==> config.mk <==
export PLATFORM = sky130hd
export DESIGN_NAME = framed_result_byte_parser_core_flat
export DESIGN_NICKNAME = d
export VERILOG_FILES = /design/src/hw/rtl/fbp_pkg.sv /design/src/hw/rtl/fbp_req_if.sv /design/src/hw/rtl/fbp_rsp_if.sv /design/src/hw/rtl/fbp_in_stage.sv /design/src/hw/rtl/fbp_parse.sv /design/src/hw/rtl/framed_result_byte_parser_core.sv /design/src/flat_wrapper.sv
export VERILOG_INCLUDE_DIRS = /design/src /design/src/hw/rtl
export SDC_FILE = /design/constraint.sdc
export NUM_CORES = 1
export LEC_CHECK = 0
export BUFFER_PORTS_ARGS = -buffer_cell sky130_fd_sc_hd__clkbuf_2
export CORE_MARGIN = 4
export CORE_UTILIZATION = 40
export CTS_BUF_LIST = sky130_fd_sc_hd__clkbuf_4 sky130_fd_sc_hd__clkbuf_8 sky130_fd_sc_hd__clkbuf_16
export CTS_CLUSTER_DIAMETER = 30
export DETAILED_ROUTE_END_ITERATION = 10
export SETUP_SLACK_MARGIN = 0.2
export SLEW_MARGIN = 5
export SYNTH_ARGS = -nofsm -noshare
export SYNTH_HDL_FRONTEND = slang
export SYNTH_SLANG_ARGS = --single-unit
export TNS_END_PERCENT = 10
==> constraint.sdc <==
create_clock -name clock -period 7.4 [get_ports clock]
set_clock_uncertainty 0.1 [all_clocks]
set_input_delay 0.74 -clock clock [delete_from_list [all_inputs] [get_ports clock]]
set_output_delay 0.74 -clock clock [all_outputs]
set_load 0.05 [all_outputs]
==> src/hw/rtl/framed_result_byte_parser_core_defines.svh <==
// Assertion macros for the frame parser.
`ifndef FRAMED_RESULT_BYTE_PARSER_CORE_DEFINES_SVH
`define FRAMED_RESULT_BYTE_PARSER_CORE_DEFINES_SVH

// Same-cycle implication, checked on every rising clock edge outside reset.
`define FBP_ASSERT_NOW(lbl, ante, cons) \
   lbl: assert property (@(posedge clock) disable iff (reset) (ante) |-> (cons)) \
      else $error("frame parser check failed");

// Next-cycle implication, checked on every rising clock edge outside reset.
`define FBP_ASSERT_NEXT(lbl, ante, cons) \
   lbl: assert property (@(posedge clock) disable iff (reset) (ante) |=> (cons)) \
      else $error("frame parser check failed");

`endif

==> src/hw/rtl/fbp_pkg.sv <==
// Shared constants and types of the frame parser.
package fbp_pkg;

   localparam int unsigned BUFFER_BYTES = 32;
   localparam int unsigned POS_W        = 8;
   localparam int unsigned BYTE_W       = 8;

   localparam logic [POS_W:0]    POS_LIMIT     = (POS_W + 1)'(BUFFER_BYTES);
   localparam logic [BYTE_W-1:0] LENGTH_MIN    = 8'd2;
   localparam logic [BYTE_W-1:0] LENGTH_MAX    = 8'(BUFFER_BYTES - 2);

   localparam logic [BYTE_W-1:0] START_MARK    = 8'hAA;
   localparam logic [BYTE_W-1:0] END_MARK      = 8'h0A;
   localparam logic [BYTE_W-1:0] RESULT_CMD    = 8'h0D;

   localparam logic [POS_W-1:0]  POS_HUNT      = 8'd0;
   localparam logic [POS_W-1:0]  POS_LENGTH    = 8'd1;
   localparam logic [POS_W-1:0]  POS_CMD       = 8'd2;
   localparam logic [POS_W-1:0]  POS_RECORD    = 8'd5;

   typedef struct packed {
      logic              valid;
      logic [BYTE_W-1:0] rx_byte;
   } item_type;

endpackage

==> src/hw/rtl/fbp_req_if.sv <==
// Request channel carrying one received byte per transfer.
interface fbp_req_if;
   logic                       valid;
   logic                       ready;
   logic [fbp_pkg::BYTE_W-1:0] rx_byte;

   modport source (output valid, output rx_byte, input ready);
   modport sink (input valid, input rx_byte, output ready);
endinterface

==> src/hw/rtl/fbp_rsp_if.sv <==
// Response channel carrying one record number per transfer.
interface fbp_rsp_if;
   logic                       valid;
   logic                       ready;
   logic [fbp_pkg::BYTE_W-1:0] record_number;

   modport source (output valid, output record_number, input ready);
   modport sink (input valid, input record_number, output ready);
endinterface

==> src/hw/rtl/fbp_in_stage.sv <==
// Input register of the frame parser.
module fbp_in_stage (
   input  logic              clock,
   input  logic              reset,
   fbp_req_if.sink           req_chan,
   input  logic              advance,
   output fbp_pkg::item_type item
);

   logic                       valid_ff;
   logic                       valid_in;
   logic [fbp_pkg::BYTE_W-1:0] byte_ff;
   logic [fbp_pkg::BYTE_W-1:0] byte_in;
   logic                       take;

   assign req_chan.ready = !valid_ff || advance;
   assign take           = req_chan.valid && req_chan.ready;

   always_comb begin
      valid_in = valid_ff;
      byte_in  = byte_ff;
      if (take) begin
         valid_in = 1'b1;
         byte_in  = req_chan.rx_byte;
      end else if (advance) begin
         valid_in = 1'b0;
      end
   end

   always_ff @(posedge clock) begin
      if (reset) begin
         valid_ff <= 1'b0;
      end else begin
         valid_ff <= valid_in;
      end
      byte_ff <= byte_in;
   end

   assign item.valid   = valid_ff;
   assign item.rx_byte = byte_ff;

endmodule

==> src/hw/rtl/fbp_parse.sv <==
// Frame state update and result register of the frame parser.
`include "framed_result_byte_parser_core_defines.svh"

module fbp_parse (
   input  logic              clock,
   input  logic              reset,
   input  fbp_pkg::item_type item,
   output logic              advance,
   fbp_rsp_if.source         rsp_chan
);

   logic [fbp_pkg::POS_W-1:0]  pos_ff;
   logic [fbp_pkg::POS_W-1:0]  pos_in;
   logic [fbp_pkg::BYTE_W-1:0] len_ff;
   logic [fbp_pkg::BYTE_W-1:0] len_in;
   logic [fbp_pkg::BYTE_W-1:0] cmd_ff;
   logic [fbp_pkg::BYTE_W-1:0] cmd_in;
   logic [fbp_pkg::BYTE_W-1:0] rec_ff;
   logic [fbp_pkg::BYTE_W-1:0] rec_in;
   logic                       out_valid_ff;
   logic                       out_valid_in;
   logic [fbp_pkg::BYTE_W-1:0] out_rec_ff;
   logic [fbp_pkg::BYTE_W-1:0] out_rec_in;
   logic [fbp_pkg::POS_W:0]    pos_next;
   logic [fbp_pkg::POS_W:0]    total;
   logic                       hit;

   assign advance  = item.valid && (!out_valid_ff || rsp_chan.ready);
   assign pos_next = {1'b0, pos_ff} + (fbp_pkg::POS_W + 1)'(1);
   assign total    = {1'b0, len_ff} + (fbp_pkg::POS_W + 1)'(2);

   always_comb begin
      pos_in = pos_ff;
      len_in = len_ff;
      cmd_in = cmd_ff;
      rec_in = rec_ff;
      hit    = 1'b0;
      if (advance) begin
         if (pos_ff == fbp_pkg::POS_HUNT) begin
            if (item.rx_byte == fbp_pkg::START_MARK) begin
               pos_in = fbp_pkg::POS_LENGTH;
            end
         end else if (pos_ff == fbp_pkg::POS_LENGTH) begin
            if (item.rx_byte < fbp_pkg::LENGTH_MIN || item.rx_byte > fbp_pkg::LENGTH_MAX) begin
               pos_in = fbp_pkg::POS_HUNT;
            end else begin
               len_in = item.rx_byte;
               pos_in = fbp_pkg::POS_CMD;
            end
         end else begin
            if (pos_ff == fbp_pkg::POS_CMD) begin
               cmd_in = item.rx_byte;
            end
            if (pos_ff == fbp_pkg::POS_RECORD) begin
               rec_in = item.rx_byte;
            end
            if (pos_next >= total) begin
               pos_in = fbp_pkg::POS_HUNT;
               hit    = (item.rx_byte == fbp_pkg::END_MARK)
                        && (cmd_in == fbp_pkg::RESULT_CMD)
                        && (len_ff >= fbp_pkg::POS_RECORD);
            end else if (pos_next >= fbp_pkg::POS_LIMIT) begin
               pos_in = fbp_pkg::POS_HUNT;
            end else begin
               pos_in = pos_next[fbp_pkg::POS_W-1:0];
            end
         end
      end
   end

   always_comb begin
      out_valid_in = out_valid_ff;
      out_rec_in   = out_rec_ff;
      if (hit) begin
         out_valid_in = 1'b1;
         out_rec_in   = rec_in;
      end else if (rsp_chan.ready) begin
         out_valid_in = 1'b0;
      end
   end

   always_ff @(posedge clock) begin
      if (reset) begin
         pos_ff       <= fbp_pkg::POS_HUNT;
         len_ff       <= '0;
         cmd_ff       <= '0;
         rec_ff       <= '0;
         out_valid_ff <= 1'b0;
      end else begin
         pos_ff       <= pos_in;
         len_ff       <= len_in;
         cmd_ff       <= cmd_in;
         rec_ff       <= rec_in;
         out_valid_ff <= out_valid_in;
      end
      out_rec_ff <= out_rec_in;
   end

   assign rsp_chan.valid         = out_valid_ff;
   assign rsp_chan.record_number = out_rec_ff;

   `FBP_ASSERT_NOW(a_pos_in_buffer, 1'b1, {1'b0, pos_ff} < fbp_pkg::POS_LIMIT)
   `FBP_ASSERT_NOW(a_len_legal, pos_ff >= fbp_pkg::POS_CMD, len_ff >= fbp_pkg::LENGTH_MIN && len_ff <= fbp_pkg::LENGTH_MAX)
   `FBP_ASSERT_NOW(a_hit_at_tail, hit, pos_ff > fbp_pkg::POS_RECORD && advance)
   `FBP_ASSERT_NEXT(a_hit_returns_hunt, hit, pos_ff == fbp_pkg::POS_HUNT && out_valid_ff)
   `FBP_ASSERT_NEXT(a_hold_unparsed, item.valid && !advance, pos_ff == $past(pos_ff))

endmodule

==> src/hw/rtl/framed_result_byte_parser_core.sv <==
// Frame parser top level: takes received bytes and returns record numbers of result frames.
// The block takes one byte per transfer and can accept a byte in every clock cycle; a byte
// passes an input register and the state update, and the record number of a valid frame is
// then registered in a result register that drives the response channel. A stalled
// response holds the state update, and the input register then stalls the request channel.
// Frames start with 0xAA and a length byte of 2 to BUFFER_BYTES-2; a frame that ends in 0x0A,
// carries command 0x0D and has a length of at least five returns the byte at offset five.
module framed_result_byte_parser_core (
   input logic       clock,
   input logic       reset,
   fbp_req_if.sink   req_chan,
   fbp_rsp_if.source rsp_chan
);

   fbp_pkg::item_type item;
   logic              advance;

   fbp_in_stage u_in_stage (
      .clock    (clock),
      .reset    (reset),
      .req_chan (req_chan),
      .advance  (advance),
      .item     (item)
   );

   fbp_parse u_parse (
      .clock    (clock),
      .reset    (reset),
      .item     (item),
      .advance  (advance),
      .rsp_chan (rsp_chan)
   );

endmodule

==> src/flat_wrapper.sv <==
// flat-port wrapper written by rule: the top's interface ports become plain ports
module framed_result_byte_parser_core_flat 
  (clock, reset, req_chan_valid, req_chan_rx_byte, req_chan_ready, rsp_chan_valid, rsp_chan_record_number, rsp_chan_ready);
  fbp_req_if req_chan_i ();
  fbp_rsp_if rsp_chan_i ();
  input logic clock;
  input logic reset;
  input wire logic [$bits(req_chan_i.valid)-1:0] req_chan_valid;
  input wire logic [$bits(req_chan_i.rx_byte)-1:0] req_chan_rx_byte;
  output wire logic [$bits(req_chan_i.ready)-1:0] req_chan_ready;
  output wire logic [$bits(rsp_chan_i.valid)-1:0] rsp_chan_valid;
  output wire logic [$bits(rsp_chan_i.record_number)-1:0] rsp_chan_record_number;
  input wire logic [$bits(rsp_chan_i.ready)-1:0] rsp_chan_ready;
  assign req_chan_i.valid = req_chan_valid;
  assign req_chan_i.rx_byte = req_chan_rx_byte;
  assign req_chan_ready = req_chan_i.ready;
  assign rsp_chan_valid = rsp_chan_i.valid;
  assign rsp_chan_record_number = rsp_chan_i.record_number;
  assign rsp_chan_i.ready = rsp_chan_ready;
  framed_result_byte_parser_core u_core (.clock(clock), .reset(reset), .req_chan(req_chan_i), .rsp_chan(rsp_chan_i));
endmodule
==> metrics.cfg <==
[run_status]
outcome=finished clean

[logic_synthesis]
synthFlopType=dfxtp_1
synth_area_sq_um=2574
syn-instance-count=238
yosys_warnings=0
ys_seq_elements=50
syn_nets=263
synth_area_per_cell_sq_um=10.81
ys_seq_area_frac=0.4511
async_reset_ff_frac=0
ys_types=60
synth-edff-count=16

[floorplanning]
ios=22
die_area_sq_um=7782
core_area_sq_um=6096
core.rowCount=28
die_w_microns=88.22
die_h_microns=88.22
start_util=0.4222

[route]
drt_iter0_markers=113
wl_per_cell_microns=13.99
firstDrtPassIters=4
drtAntennaViolNets=0
drc_errors=0
vias=1754
finalWirelength_microns=4688
viasPerCell=5.236

[sta]
fmax_mhz=339.4
fin_ws_ps=4454
fin_crit_ps=2946
fin_crit_sh=0.3981
slew_headroom=0.4724
slew_viol_final=0
finalHoldViolations=0
setup_tns_ps=0
setup_viol=0
tightest_slew_ps=788.1
rsz0062_at_grt=false

[critical_path]
start_kind=flip-flop
cp_max_fo=8
reg2regPathDepth=8
required_ps=7240
cp_top_family=simple AND/OR/NAND/NOR gates
cp_cell_sequence=ha_1 > nand4_1 > nor2_1 > ha_1 > inv_1 > o311ai_1 > o211ai_1 > nor2_1
path_buf_inv=1
cp-end-kind=flip-flop
cp.arrival_ps=2780
cp_slowest_cell=nor2_1
worst_path_largest_cell_delay_ps=570
cp.depth=8
crit_type=reg -> reg

[power_and_ir_drop]
peakVddDrop_v=0.0001361
power_w=0.0005307
clkPwrFrac=0.360
leakage_nw=1.033
p_per_area_nw_per_um2=186.6
intPower_w=0.0004088
power.switching_w=0.0001219
pwr-share-seq=0.562
pwr-share-comb=0.078
swShare=0.2297

[cells_and_area]
fin_cells=335
antenna_cells=0
mostFrequentLayoutCells=dfxtp_1 (34), clkbuf_2 (21), nor2_1 (17), nand2_1 (17), edfxtp_1 (16)
finalInstanceArea_sq_um=2844
nNetsFinal=284
area_growth_pct=10.50
mostFrequentLayoutCell=dfxtp_1
drive_gt1_frac=0.1962

[min_path]
hold_path.class=reg -> reg
hold_depth=2

[placement]
hpwlAfterDp_microns=3604
gp_congestion=0.8530
dp_slack_ps=4467
placed_cell_area_sq_um=2730
port_buffers=21
dp_cells=327

[clock_tree]
clock_sinks=50
post_cts_buffers=0
clock_path_buffers=2
cts_inserted_buffers=5
cts_tree=done
cts_resized=0
h-tree-depth=2
cts_root_buffer=clkbuf_8
worst_setup_hold_path_clk_slew_ps=90
clk_latency_ps=300
hold_buffers=0

[global_route]
antenna_found_initial=0
track_usage=0.1335
grt_pass1_wl_microns=7969
grt_pass1_vias=1620
grt-ovfl-total=0
grt_start_max_net_pins=34

[job]
max-cap-violations=0

per-stage QoR:
stage | utilization | hold slack [ps]
after global routing | 0.4665 | 434.9
final | 0.4665 | 394.2
after floorplan | - | 351.0
after detailed placement | 0.4479 | 380.4
after CTS | 0.4665 | 401.7
after global placement | 0.4479 | 368.8
area by class of cell:
cell class | count | area [sq um]
clock buffers | 6 | 76.32
clock inverters | 2 | 37.54
fillers | 601 | 3252
inverters | 7 | 26.28
multi-input cells | 174 | 1344
flip-flops and latches | 50 | 1161
well taps | 75 | 93.84
repair buffers | 21 | 105.1
power groups by stage:
| stage | Combinational (W) | Clock [W] | Sequential [W] |
|---|---|---|---|
| after floorplan | 0.0000312 | 0 | 0.000301 |
| after global placement | 0.0000417 | 0 | 0.000305 |
| after detailed placement | 0.0000409 | 0 | 0.000305 |
| after CTS | 0.0000415 | 0.000196 | 0.000298 |
| after global routing | 0.0000471 | 0.000210 | 0.000300 |
| final | 0.0000415 | 0.000191 | 0.000298 |
synthesized netlist by cell type (3+ instances only):
library cell / number / area, sq um
a21oi_1: 5 / 25.02
nand3_1: 8 / 40.04
nand4_1: 5 / 31.28
nand2_1: 17 / 63.81
xnor2_1: 4 / 35.03
nand4b_1: 3 / 26.28
nor3_1: 4 / 20.02
mux2_4: 8 / 120.1
inv_1: 7 / 26.28
o21ai_1: 3 / 15.01
or3_1: 3 / 18.77
xor2_1: 3 / 26.28
ha_1: 13 / 162.7
nor2_1: 17 / 63.81
o21ai_0: 3 / 15.01
dfxtp_1: 34 / 680.7
edfxtp_1: 16 / 480.5
nor4_1: 3 / 18.77
o211ai_1: 3 / 22.52
clkbuf_1: 3 / 11.26
and2_1: 7 / 43.79
a211oi_1: 4 / 30.03
mux2i_1: 13 / 130.1
nor2b_1: 10 / 62.56
worst reg2reg max path, delay by kind of cell, from the launching register on:
family	cells	cell delay, ps
simple gates	3	930
compound gates	2	620
flops	1	470
fa+ha+maj	2	410
buf+inv	1	50
worst paths after layout:
kind	endpoint	slack (ps)	from
hold / removal	u_core.u_parse.cmd_ff[3]	390	u_core.u_parse.cmd_ff[3]
hold reg to reg	u_core.u_parse.cmd_ff[3]	390	u_core.u_parse.cmd_ff[3]
setup reg to reg	u_core.u_parse.rsp_chan.record_number[2]	4450	u_core.u_parse.pos_ff[0]
setup / recovery	u_core.u_parse.rsp_chan.record_number[2]	4450	u_core.u_parse.pos_ff[0]
registers in the layout, indices dropped and copies added (netlist names):
signal                                 count
u_core.u_in_stage.byte_ff                  8
u_core.u_parse.cmd_ff                      8
u_core.u_parse.len_ff                      8
u_core.u_parse.pos_ff                      8
u_core.u_parse.rec_ff                      8
u_core.u_parse.rsp_chan.record_number      8
u_core.u_in_stage.valid_ff                 1
u_core.u_parse.rsp_chan.valid              1
kinds of logic after synthesis:
kind of cell,synth area share
AND/OR/NAND/NOR,0.2236
AO/OA/AOI/OAI,0.1099
buffers and inverters,0.02674
adder cells (fa/ha/maj),0.06320
XOR/XNOR,0.02382
multiplexers,0.1016
flip-flops,0.4511
per-layer routing:
metal	part of all wire	GRT usage	vias to the layer above	wire length [microns]
met5	0	0	-	0
met2	0.44	0.1903	25	2051
met3	0.037	0.03911	2	174
met4	0.0070	0.03297	0	33
li1	-	-	912	-
met1	0.52	0.1983	815	2428
(Power assumes the default switching activity.)
